==> config.mk <==
export PLATFORM = sky130hd
export DESIGN_NAME = flic_chunk_decoder_top
export DESIGN_NICKNAME = d
export VERILOG_FILES = /design/src/design/flic_pkg.sv /design/src/design/flic_core.sv /design/src/design/flic_chunk_decoder_top.sv
export SDC_FILE = /design/constraint.sdc
export NUM_CORES = 1
export LEC_CHECK = 0
export BUFFER_PORTS_ARGS = -buffer_cell sky130_fd_sc_hd__buf_2
export CELL_PAD_IN_SITES_DETAIL_PLACEMENT = 1
export CELL_PAD_IN_SITES_GLOBAL_PLACEMENT = 2
export CORE_MARGIN = 5
export CORE_UTILIZATION = 40
export DETAILED_ROUTE_END_ITERATION = 8
export PLACE_DENSITY_LB_ADDON = 0.2
export SETUP_SLACK_MARGIN = 0.5
export SYNTH_ARGS = -nofsm -noshare
export SYNTH_HDL_FRONTEND = slang
export SYNTH_SLANG_ARGS = --single-unit
==> constraint.sdc <==
create_clock -name aclk -period 21.2 [get_ports aclk]
set_clock_uncertainty 0.05 [all_clocks]
set_input_delay 6.36 -clock aclk [delete_from_list [all_inputs] [get_ports aclk]]
set_output_delay 6.36 -clock aclk [all_outputs]
set_load 0.03 [all_outputs]
==> src/design/flic_pkg.sv <==
`default_nettype none
package flic_pkg;
    localparam int unsigned LINE_PITCH  = 320;
    localparam int unsigned FRAME_BYTES = 64000;
    localparam logic [16:0] POS_MAX     = 17'h1ffff;

    localparam logic [15:0] CT_PAL6   = 16'h000b;
    localparam logic [15:0] CT_PAL8   = 16'h0004;
    localparam logic [15:0] CT_BDELTA = 16'h000c;
    localparam logic [15:0] CT_WDELTA = 16'h0007;
    localparam logic [15:0] CT_BRUN   = 16'h000f;

    localparam logic [1:0] KIND_RUN = 2'd0;
    localparam logic [1:0] KIND_PAL = 2'd1;
    localparam logic [1:0] KIND_ERR = 2'd2;

    typedef enum logic [4:0] {
        PH_IDLE, PH_PAL_C0, PH_PAL_C1, PH_PAL_F0, PH_PAL_F1, PH_PAL_DATA,
        PH_LD_B0, PH_LD_B1, PH_LD_N0, PH_LD_N1, PH_WD_N0, PH_WD_N1,
        PH_LINE_BYTE, PH_LINE_W0, PH_LINE_W1, PH_SKIP, PH_COUNT,
        PH_RUN_V0, PH_RUN_V1, PH_LIT_B, PH_LIT_W0, PH_LIT_W1
    } phase_t;

    typedef enum logic [2:0] {
        AK_NONE, AK_PAL6, AK_PAL8, AK_BDELTA, AK_WDELTA, AK_BRUN
    } akind_t;

    typedef struct packed {
        logic [1:0]  kind;
        logic [15:0] address;
        logic [8:0]  run_length;
        logic [7:0]  value_even;
        logic [7:0]  value_odd;
        logic [1:0]  component;
    } result_t;
endpackage
`default_nettype wire

==> src/design/flic_core.sv <==
`default_nettype none
module flic_core
    import flic_pkg::*;
(
    input  wire logic        aclk,
    input  wire logic        aresetn,
    input  wire logic [9:0]  image_height,
    input  wire logic        step,
    input  wire logic        action,
    input  wire logic [15:0] chunk_type,
    input  wire logic [7:0]  data_byte,
    output logic             res_valid,
    output result_t          res
);
    phase_t      phase_reg, phase_next;
    akind_t      ak_reg, ak_next;
    logic [15:0] line_reg, line_next, limit_reg, limit_next;
    logic [15:0] pkts_reg, pkts_next, skip_reg, skip_next;
    logic [16:0] pos_reg, pos_next;
    logic [7:0]  runl_reg, runl_next, held_reg, held_next;
    logic [17:0] pall_reg, pall_next;
    logic [7:0]  pent_reg, pent_next;
    logic [1:0]  pcomp_reg, pcomp_next;

    logic [7:0]  b;
    logic [15:0] word;
    logic [16:0] sum17;
    logic [17:0] possum;
    logic [28:0] prod;
    logic [16:0] lineidx;
    logic [8:0]  runlen;
    logic        high;
    logic        rep;

    function automatic logic [16:0] sat17(input logic [17:0] v);
        return (v > {1'b0, POS_MAX}) ? POS_MAX : v[16:0];
    endfunction

    always_comb begin
        phase_next = phase_reg; ak_next = ak_reg; line_next = line_reg;
        limit_next = limit_reg; pkts_next = pkts_reg; skip_next = skip_reg;
        pos_next = pos_reg; runl_next = runl_reg; held_next = held_reg;
        pall_next = pall_reg; pent_next = pent_reg; pcomp_next = pcomp_reg;
        res_valid = 1'b0;
        res = '0;
        b = data_byte;
        word = {data_byte, held_reg};
        sum17 = '0;
        possum = '0;
        prod = '0;
        lineidx = '0;
        runlen = '0;
        high = data_byte[7];
        rep = 1'b0;
        if (step) begin
            if (action) begin
                line_next = '0; limit_next = '0; pkts_next = '0; pos_next = '0;
                skip_next = '0; runl_next = '0; held_next = '0; pall_next = '0;
                pent_next = '0; pcomp_next = '0;
                unique case (chunk_type)
                    CT_PAL6: begin ak_next = AK_PAL6; phase_next = PH_PAL_C0; end
                    CT_PAL8: begin ak_next = AK_PAL8; phase_next = PH_PAL_C0; end
                    CT_BDELTA: begin ak_next = AK_BDELTA; phase_next = PH_LD_B0; end
                    CT_WDELTA: begin ak_next = AK_WDELTA; phase_next = PH_WD_N0; end
                    CT_BRUN: begin
                        ak_next = AK_BRUN;
                        limit_next = {6'd0, image_height};
                        phase_next = (image_height == 10'd0) ? PH_IDLE : PH_LINE_BYTE;
                    end
                    default: begin
                        ak_next = AK_NONE;
                        phase_next = PH_IDLE;
                        res_valid = 1'b1;
                        res.kind = KIND_ERR;
                        res.address = chunk_type;
                    end
                endcase
            end else begin
                unique case (phase_reg)
                    PH_PAL_C0: begin held_next = b; phase_next = PH_PAL_C1; end
                    PH_PAL_C1: begin
                        pall_next = {2'b00, word[7:0], word[15:8]}
                                  + {1'b0, word[7:0], word[15:8], 1'b0};
                        phase_next = PH_PAL_F0;
                    end
                    PH_PAL_F0: phase_next = PH_PAL_F1;
                    PH_PAL_F1: begin
                        pent_next = b;
                        pcomp_next = '0;
                        phase_next = (pall_reg != '0) ? PH_PAL_DATA : PH_IDLE;
                    end
                    PH_PAL_DATA: begin
                        res_valid = 1'b1;
                        res.kind = KIND_PAL;
                        res.address = {8'd0, pent_reg};
                        res.value_even = (ak_reg == AK_PAL8) ? {2'b00, b[7:2]} : b;
                        res.value_odd = res.value_even;
                        res.component = pcomp_reg;
                        if (pcomp_reg == 2'd2) begin
                            pcomp_next = '0;
                            pent_next = pent_reg + 8'd1;
                        end else begin
                            pcomp_next = pcomp_reg + 2'd1;
                        end
                        pall_next = pall_reg - 18'd1;
                        if (pall_reg == 18'd1) phase_next = PH_IDLE;
                    end
                    PH_LD_B0, PH_LD_N0, PH_WD_N0, PH_LINE_W0, PH_LIT_W0: begin
                        held_next = b;
                        unique case (phase_reg)
                            PH_LD_B0: phase_next = PH_LD_B1;
                            PH_LD_N0: phase_next = PH_LD_N1;
                            PH_WD_N0: phase_next = PH_WD_N1;
                            PH_LINE_W0: phase_next = PH_LINE_W1;
                            default: phase_next = PH_LIT_W1;
                        endcase
                    end
                    PH_LD_B1: begin line_next = word; phase_next = PH_LD_N0; end
                    PH_LD_N1: begin
                        sum17 = {1'b0, line_reg} + {1'b0, word};
                        limit_next = sum17[16] ? 16'hffff : sum17[15:0];
                        phase_next = (line_reg >= limit_next) ? PH_IDLE
                                   : PH_LINE_BYTE;
                    end
                    PH_WD_N1: begin
                        line_next = '0;
                        limit_next = word[15] ? 16'd0 : word;
                        phase_next = (word[15] || word == '0) ? PH_IDLE : PH_LINE_W0;
                    end
                    PH_LINE_BYTE, PH_LINE_W1: begin
                        if (phase_reg == PH_LINE_W1 && word[15]) begin
                            sum17 = {1'b0, skip_reg} + (17'h10000 - {1'b0, word});
                            skip_next = sum17[16] ? 16'hffff : sum17[15:0];
                            phase_next = PH_LINE_W0;
                        end else begin
                            lineidx = (phase_reg == PH_LINE_W1)
                                    ? {1'b0, line_reg} + {1'b0, skip_reg}
                                    : {1'b0, line_reg};
                            prod = 29'(lineidx * 17'(LINE_PITCH));
                            pos_next = (prod > 29'(POS_MAX)) ? POS_MAX : prod[16:0];
                            pkts_next = (phase_reg == PH_LINE_W1) ? word : {8'd0, b};
                        end
                    end
                    PH_SKIP: begin
                        pos_next = sat17({1'b0, pos_reg} + 18'(b));
                        phase_next = PH_COUNT;
                    end
                    PH_COUNT: begin
                        rep = (ak_reg == AK_BRUN) ? !high : high;
                        runl_next = high ? 8'(9'd256 - 9'(b)) : b;
                        if (rep) phase_next = PH_RUN_V0;
                        else if (runl_next != '0)
                            phase_next = (ak_reg == AK_WDELTA) ? PH_LIT_W0 : PH_LIT_B;
                        else pkts_next = pkts_reg - 16'd1;
                    end
                    PH_RUN_V0: begin
                        if (ak_reg == AK_WDELTA) begin
                            held_next = b;
                            phase_next = PH_RUN_V1;
                        end else begin
                            if (runl_reg != '0) begin
                                res_valid = 1'b1;
                                res.address = pos_reg[15:0];
                                res.run_length = {1'b0, runl_reg};
                                res.value_even = b;
                                res.value_odd = b;
                                pos_next = sat17({1'b0, pos_reg} + 18'(runl_reg));
                            end
                            pkts_next = pkts_reg - 16'd1;
                        end
                    end
                    PH_RUN_V1, PH_LIT_B, PH_LIT_W1: begin
                        runlen = (phase_reg == PH_RUN_V1) ? {runl_reg, 1'b0}
                               : (phase_reg == PH_LIT_W1) ? 9'd2 : 9'd1;
                        res_valid = 1'b1;
                        res.address = pos_reg[15:0];
                        res.run_length = runlen;
                        res.value_even = (phase_reg == PH_LIT_B) ? b : held_reg;
                        res.value_odd = b;
                        pos_next = sat17({1'b0, pos_reg} + 18'(runlen));
                        if (phase_reg == PH_RUN_V1) begin
                            pkts_next = pkts_reg - 16'd1;
                        end else begin
                            runl_next = runl_reg - 8'd1;
                            if (runl_reg == 8'd1) pkts_next = pkts_reg - 16'd1;
                            else if (phase_reg == PH_LIT_W1) phase_next = PH_LIT_W0;
                        end
                    end
                    default: phase_next = PH_IDLE;
                endcase
                // packet sequencing after line start or packet completion
                if ((phase_reg == PH_LINE_BYTE)
                    || (phase_reg == PH_LINE_W1 && !word[15])
                    || (phase_reg == PH_COUNT && !rep && runl_next == '0)
                    || (phase_reg == PH_RUN_V0 && ak_reg != AK_WDELTA)
                    || (phase_reg == PH_RUN_V1)
                    || ((phase_reg == PH_LIT_B || phase_reg == PH_LIT_W1)
                        && runl_reg == 8'd1)) begin
                    if (pkts_next == '0) begin
                        if (pos_next > 17'(FRAME_BYTES)) phase_next = PH_IDLE;
                        else begin
                            line_next = line_reg + 16'd1;
                            if (line_next >= limit_reg) phase_next = PH_IDLE;
                            else phase_next = (ak_reg == AK_WDELTA) ? PH_LINE_W0
                                            : PH_LINE_BYTE;
                        end
                    end else if (pos_next >= 17'(FRAME_BYTES)) phase_next = PH_IDLE;
                    else phase_next = (ak_reg == AK_BRUN) ? PH_COUNT : PH_SKIP;
                end
            end
        end
    end

    always_ff @(posedge aclk) begin
        if (!aresetn) begin
            phase_reg <= PH_IDLE; ak_reg <= AK_NONE; line_reg <= '0;
            limit_reg <= '0; pkts_reg <= '0; skip_reg <= '0; pos_reg <= '0;
            runl_reg <= '0; held_reg <= '0; pall_reg <= '0; pent_reg <= '0;
            pcomp_reg <= '0;
        end else begin
            phase_reg <= phase_next; ak_reg <= ak_next; line_reg <= line_next;
            limit_reg <= limit_next; pkts_reg <= pkts_next; skip_reg <= skip_next;
            pos_reg <= pos_next; runl_reg <= runl_next; held_reg <= held_next;
            pall_reg <= pall_next; pent_reg <= pent_next; pcomp_reg <= pcomp_next;
        end
    end
endmodule
`default_nettype wire

==> src/design/flic_chunk_decoder_top.sv <==
`default_nettype none
// channel   handshake          payload
// s_        s_valid/s_ready    s_action, s_chunk_type, s_data_byte
// m_        m_valid/m_ready    m_kind, m_address, m_run_length, m_value_even,
//                              m_value_odd, m_component
// cfg       cfg_we             cfg_data (image_height)
// One beat per cycle while s_ready is high; its result, if any, is registered.
// The input beat is taken whenever the result register is empty or being drained.
// Reset (aresetn low, synchronous) idles the decoder and sets image_height to 200.
// A stalled result holds the input side only while it is not taken.
module flic_chunk_decoder_top
    import flic_pkg::*;
(
    input  wire logic        aclk,
    input  wire logic        aresetn,
    input  wire logic        cfg_we,
    input  wire logic [9:0]  cfg_data,
    input  wire logic        s_valid,
    output logic             s_ready,
    input  wire logic        s_action,
    input  wire logic [15:0] s_chunk_type,
    input  wire logic [7:0]  s_data_byte,
    output logic             m_valid,
    input  wire logic        m_ready,
    output logic [1:0]       m_kind,
    output logic [15:0]      m_address,
    output logic [8:0]       m_run_length,
    output logic [7:0]       m_value_even,
    output logic [7:0]       m_value_odd,
    output logic [1:0]       m_component
);
    logic [9:0] height_reg;
    logic       valid_reg;
    result_t    out_reg;
    logic       res_valid;
    result_t    res;
    logic       step;

    assign s_ready = !valid_reg || m_ready;
    assign step = s_valid && s_ready;

    flic_core u_core (
        .aclk(aclk), .aresetn(aresetn), .image_height(height_reg), .step(step),
        .action(s_action), .chunk_type(s_chunk_type), .data_byte(s_data_byte),
        .res_valid(res_valid), .res(res)
    );

    always_ff @(posedge aclk) begin
        if (!aresetn) begin
            height_reg <= 10'd200;
            valid_reg <= 1'b0;
        end else begin
            if (cfg_we) height_reg <= cfg_data;
            if (s_ready) valid_reg <= step && res_valid;
        end
        if (s_ready && step && res_valid) out_reg <= res;
    end

    assign m_valid = valid_reg;
    assign m_kind = out_reg.kind;
    assign m_address = out_reg.address;
    assign m_run_length = out_reg.run_length;
    assign m_value_even = out_reg.value_even;
    assign m_value_odd = out_reg.value_odd;
    assign m_component = out_reg.component;
endmodule
`default_nettype wire
==> results of run 1 <==
==> synth_stat cells, types with 35 or more instances <==
| library cell | number |
|---|---|
| ha_1 | 171 |
| inv_1 | 95 |
| a21o_1 | 37 |
| clkbuf_1 | 115 |
| a22oi_1 | 52 |
| o21ai_0 | 195 |
| xnor2_1 | 71 |
| nor3_1 | 69 |
| nand3_1 | 74 |
| nand2_1 | 228 |
| a21oi_1 | 209 |
| o211ai_1 | 35 |
| edfxtp_1 | 45 |
| nor2_1 | 294 |
| dfxtp_1 | 144 |
==> stage by stage <==
step,instance area [um^2],util,hold slack [ps]
after floorplan,17900,-,375
after global placement,18900,0.427,406
after detailed placement,18900,0.427,411
after CTS,19400,0.439,425
after global routing,19400,0.439,455
final,19400,0.439,428
==> report_power, final <==
part / internal [mW] / switching, mW / leakage, nW
Clock: 0.154 / 0.175 / 0.270
Combinational: 0.0420 / 0.0975 / 5.80
Sequential: 0.376 / 0.00718 / 1.59
==> final timing paths <==
path	slack [ps]	start	endpoint
setup / recovery	7980	m_ready	s_ready
hold / removal	430	u_core.skip_reg[0]	u_core.skip_reg[0]
setup reg to reg	12570	u_core.line_reg[1]	u_core.line_reg[1]
hold reg to reg	430	u_core.skip_reg[0]	u_core.skip_reg[0]
==> layout make-up <==
type | instances | area share
sequential | 189 | 0.218
tap | 592 | 0.0381
inverter | 96 | 0.0185
clock buffer | 17 | 0.0219
multi-input combinational | 1974 | 0.657
timing repair buffer | 131 | 0.0395
clock inverter | 15 | 0.00657
==> metal layers <==
layer	GRT usage	vias up	share of wire
li1	-	8853	-
met1	0.401	9441	0.44
met2	0.488	690	0.46
met3	0.0506	134	0.068
met4	0.117	4	0.038
met5	0	-	0.00035
==> worst max-delay path, stage by stage <==
cell	delay [ps]
buf_2	90
nand2b_1	170
buf_2	190
==> cells by family after synthesis <==
logic type      after synthesis  synth area share
flops                       189             0.237
compound gates              799             0.294
mux                          23            0.0129
buf+inv                     235            0.0506
simple gates                873             0.228
xor+xnor                    100            0.0490
fa+ha+maj                   179             0.129
==> flow_summary.ini, run 1 <==
[status]
status = finished, final reports clean

[critical_path]
endpoint_kind = output pin
startpoint_type = primary input
path_max_fanout = 4
crit_type = in -> out
cp_data_arrival_time_ps = 6810
reg2reg_depth = 28
required_ps = 14790

[flow_run]
drv_cap = 0

[final_layout]
syn_to_final_growth_pct = 8.64
multi_input_area_um2 = 12800
instances_no_fill = 3014
ff_latch_area_um2 = 4230
drive_gt1_frac = 0.0838
final_common_cell = nor2_1
diodes = 0
nNetsFinal = 2628
mostFrequentLayoutCells = 294 x nor2_1, 228 x nand2_1, 209 x a21oi_1
fill_cells = 5490
largest_reg_flops = 18

[routing]
drt-total-wl_mm = 76.3
via_count = 19100
first_iter_violations = 1627
drc = 0
ant_nets = 0
vias_per_cell = 6.34
avgRoutedWirePerCell_um = 25.3
drtPass1Iterations = 5

[placement]
place_ws_ps = 7980
detailed_place_hpwl_mm = 57.8
io_buffers = 86
place.gp.congestion = 0.943
numPlacedInstances = 2982

[yosys]
yosys.area.top_type = dfxtp_1
ys.flop_type = dfxtp_1
syn_nets = 2617
synth_top_area_share = 0.161
yosysWarningCount = 0
synthTopCellsByArea = dfxtp_1 16%, ha_1 12%, edfxtp_1 7.6%, nor2_1 6.2%, a21oi_1 5.8%
yosysUniqueCellTypes = 87
syn_area_um2 = 17900
yosysSeqAreaShare = 0.237
ys_seq_elements = 189
synth_cells = 2398
postSynthAreaPerCell_um2 = 7.46
async_flop_share = 0
synth_edf_count = 45

[clock_tree]
numCtsBuffers = 17
cts_buffer_depth = 2
htreeDepth = 4
post_cts_resized = 0
hold_buffers = 0
cts_setup_buffers = 0
cts_sinks = 189
clkLatencyLatePin_ps = 510
path_clk_slew_ps = 80
cts_tree = done
ctsRootBufferMaster = clkbuf_16

[floorplanning]
fp.dieArea_um2 = 49000
start_util = 0.404
fp.dieW_um = 221
num_rows = 77
core_um2 = 44200
io_pins = 87
die_height_um = 221

[timing]
tightest_slew_ps = 1220
setup_violations = 0
slew_headroom = 0.185
fin_crit_ps = 13220
hold_viol = 0
slew_viol_final = 0
setup_ws_ps = 7980
fin_setup_tns_ps = 0
max_freq_ghz = 0.0756
rsz0062_at_grt = no
period_share = 0.624

[pwr]
p_total_uw = 851
vdd_drop_max_mv = 0.0564
leakage_nw = 7.66
power_density_nw_per_um2 = 43.8

[min_path]
hold_depth = 2
min_path_type = reg -> reg

[grt]
first_global_vias = 19000
grt_pass1_wl_mm = 116
grt.total_usage = 0.301
grt_max_degree = 78
grt-ovfl-total = 0
antenna_found_initial = 2
No activity file was read; power rests on OpenSTA's default activity.
==> inputs of run 2 (changes only) <==
- CORE_UTILIZATION: 40 -> 37
- clock period: 21.2 -> 13.15 ns (I/O delays scaled with it)
==> flow_summary.ini, run 2 (synthesis results as in run 1) <==
[final_layout]
nNetsFinal = 2629
diodes = 0
mostFrequentLayoutCells = 294 x nor2_1, 228 x nand2_1, 209 x a21oi_1
drive_gt1_frac = 0.0846
instances_no_fill = 3038
final_common_cell = nor2_1
syn_to_final_growth_pct = 9.16
finish.utilization = 0.409
fill_cells = 5890
largest_reg_flops = 18

[min_path]
min_path_type = reg -> reg
hold_depth = 2
whs_endpoint = u_core.limit_reg[15]
min_from = u_core.limit_reg[15]

[critical_path]
endpoint_kind = flip-flop
crit_path_cell_trace = buf_2 -> inv_1 -> ha_1 -> a21boi_0 -> xnor2_1 -> nand3b_1 -> nor4b_1 -> o211ai_1 -> nand2b_1 -> a211oi_1 -> nand3_1 -> or4b_1 -> or4_4 -> o32ai_4 -> a211oi_1 -> a221o_1
r2r_slack_ps = 4460
r2r_end = u_core.line_reg[15]
startpoint_type = primary input
required_ps = 13500
path_buf_inv = 2
cp_slowest_stage_delay_ps = 750
cp_data_arrival_time_ps = 9740
crit_type = in -> reg
path_max_fanout = 19
worstReg2RegStart = u_core.line_reg[1]
path_common_cell = a211oi_1
path_delay_family = simple AND/OR/NAND/NOR gates
cp_slowest_cell = o32ai_4
reg2reg_depth = 28

[clock_tree]
post_cts_resized = 0
cts_setup_buffers = 0
numCtsBuffers = 17
clkLatencyLatePin_ps = 520
hold_buffers = 0
htreeDepth = 4
cts_sinks = 189
path_clk_slew_ps = 80
cts_tree = done
ctsRootBufferMaster = clkbuf_16
cts_buffer_depth = 2

[routing]
drc = 0
vias_per_cell = 6.36
drt-total-wl_mm = 80.2
via_count = 19300
ant_nets = 0
first_iter_violations = 1759
drtPass1Iterations = 6
avgRoutedWirePerCell_um = 26.4

[floorplanning]
start_util = 0.375
fp.dieArea_um2 = 52800
core_um2 = 47700
num_rows = 80
io_pins = 87
fp.dieW_um = 230
die_height_um = 230

[grt]
antenna_found_initial = 0
grt.total_usage = 0.297
grt-ovfl-total = 0
grt_max_degree = 75
grt_pass1_wl_mm = 121
first_global_vias = 19600

[status]
status = finished, final reports clean

[timing]
rsz0062_at_grt = no
hold_viol = 0
fin_setup_tns_ps = 0
max_freq_ghz = 0.106
setup_violations = 0
period_share = 0.714
slew_headroom = 0.181
tightest_slew_ps = 1220
slew_viol_final = 0
fin_crit_ps = 9390

[flow_run]
drv_cap = 0

[pwr]
vdd_drop_max_mv = 0.0730
power_density_nw_per_um2 = 72.7
leakage_nw = 7.69

[placement]
detailed_place_hpwl_mm = 61.0
place.gp.congestion = 0.939
io_buffers = 86
numPlacedInstances = 3006
## run 2: through the flow
step           hold slack, ps  area [um^2]  worst slack [ps]  power (mW)
2_1_floorplan             375        17900              4480       0.772
3_3_place_gp              392        18900              3640       0.850
3_5_place_dp              402        18900              3450       0.855
4_1_cts                   421        19500              3980        1.43
5_1_grt                   442        19500              3590        1.47
6_report                  418        19500              3760        1.42
## run 2: final cells by class
type,count,area [um^2],share of cell area
clock inverters,14,153,0.00782
flip-flops and latches,189,4230,0.217
well taps,615,769,0.0394
multi-input cells,1974,12800,0.655
repair buffers,132,776,0.0397
clock buffers,18,450,0.0231
inverters,96,360,0.0185
## run 2: tightest hold or removal path, delay by kind of cell, from the launching register on
family           cells  cell delay [ps]
AND/OR/NAND/NOR      1               50
AO/OA/AOI/OAI        1               60
flip-flops           1              330
## run 2: worst max path at each step
stage,from,end,slack (ps),cells after the start
after floorplan,m_ready,m_address[0],4480,5
after global placement,s_data_byte[1],u_core.line_reg[13],3640,16
after detailed placement,s_data_byte[0],u_core.phase_reg[0],3450,16
after CTS,s_data_byte[0],u_core.phase_reg[0],3980,16
after global routing,s_data_byte[1],u_core.phase_reg[0],3590,16
final,s_data_byte[1],u_core.line_reg[15],3760,16
## run 2: power by group
part           internal, mW  total [mW]  leakage (nW)  switching, mW
logic                0.0684       0.228          5.80          0.160
clock network         0.280       0.574         0.293          0.295
registers             0.606       0.618          1.59         0.0118
## run 2: routing by layer
layer,part of all wire,global-route usage
met5,0,0
met4,0.050,0.143
met3,0.070,0.0630
met2,0.45,0.476
met1,0.43,0.380
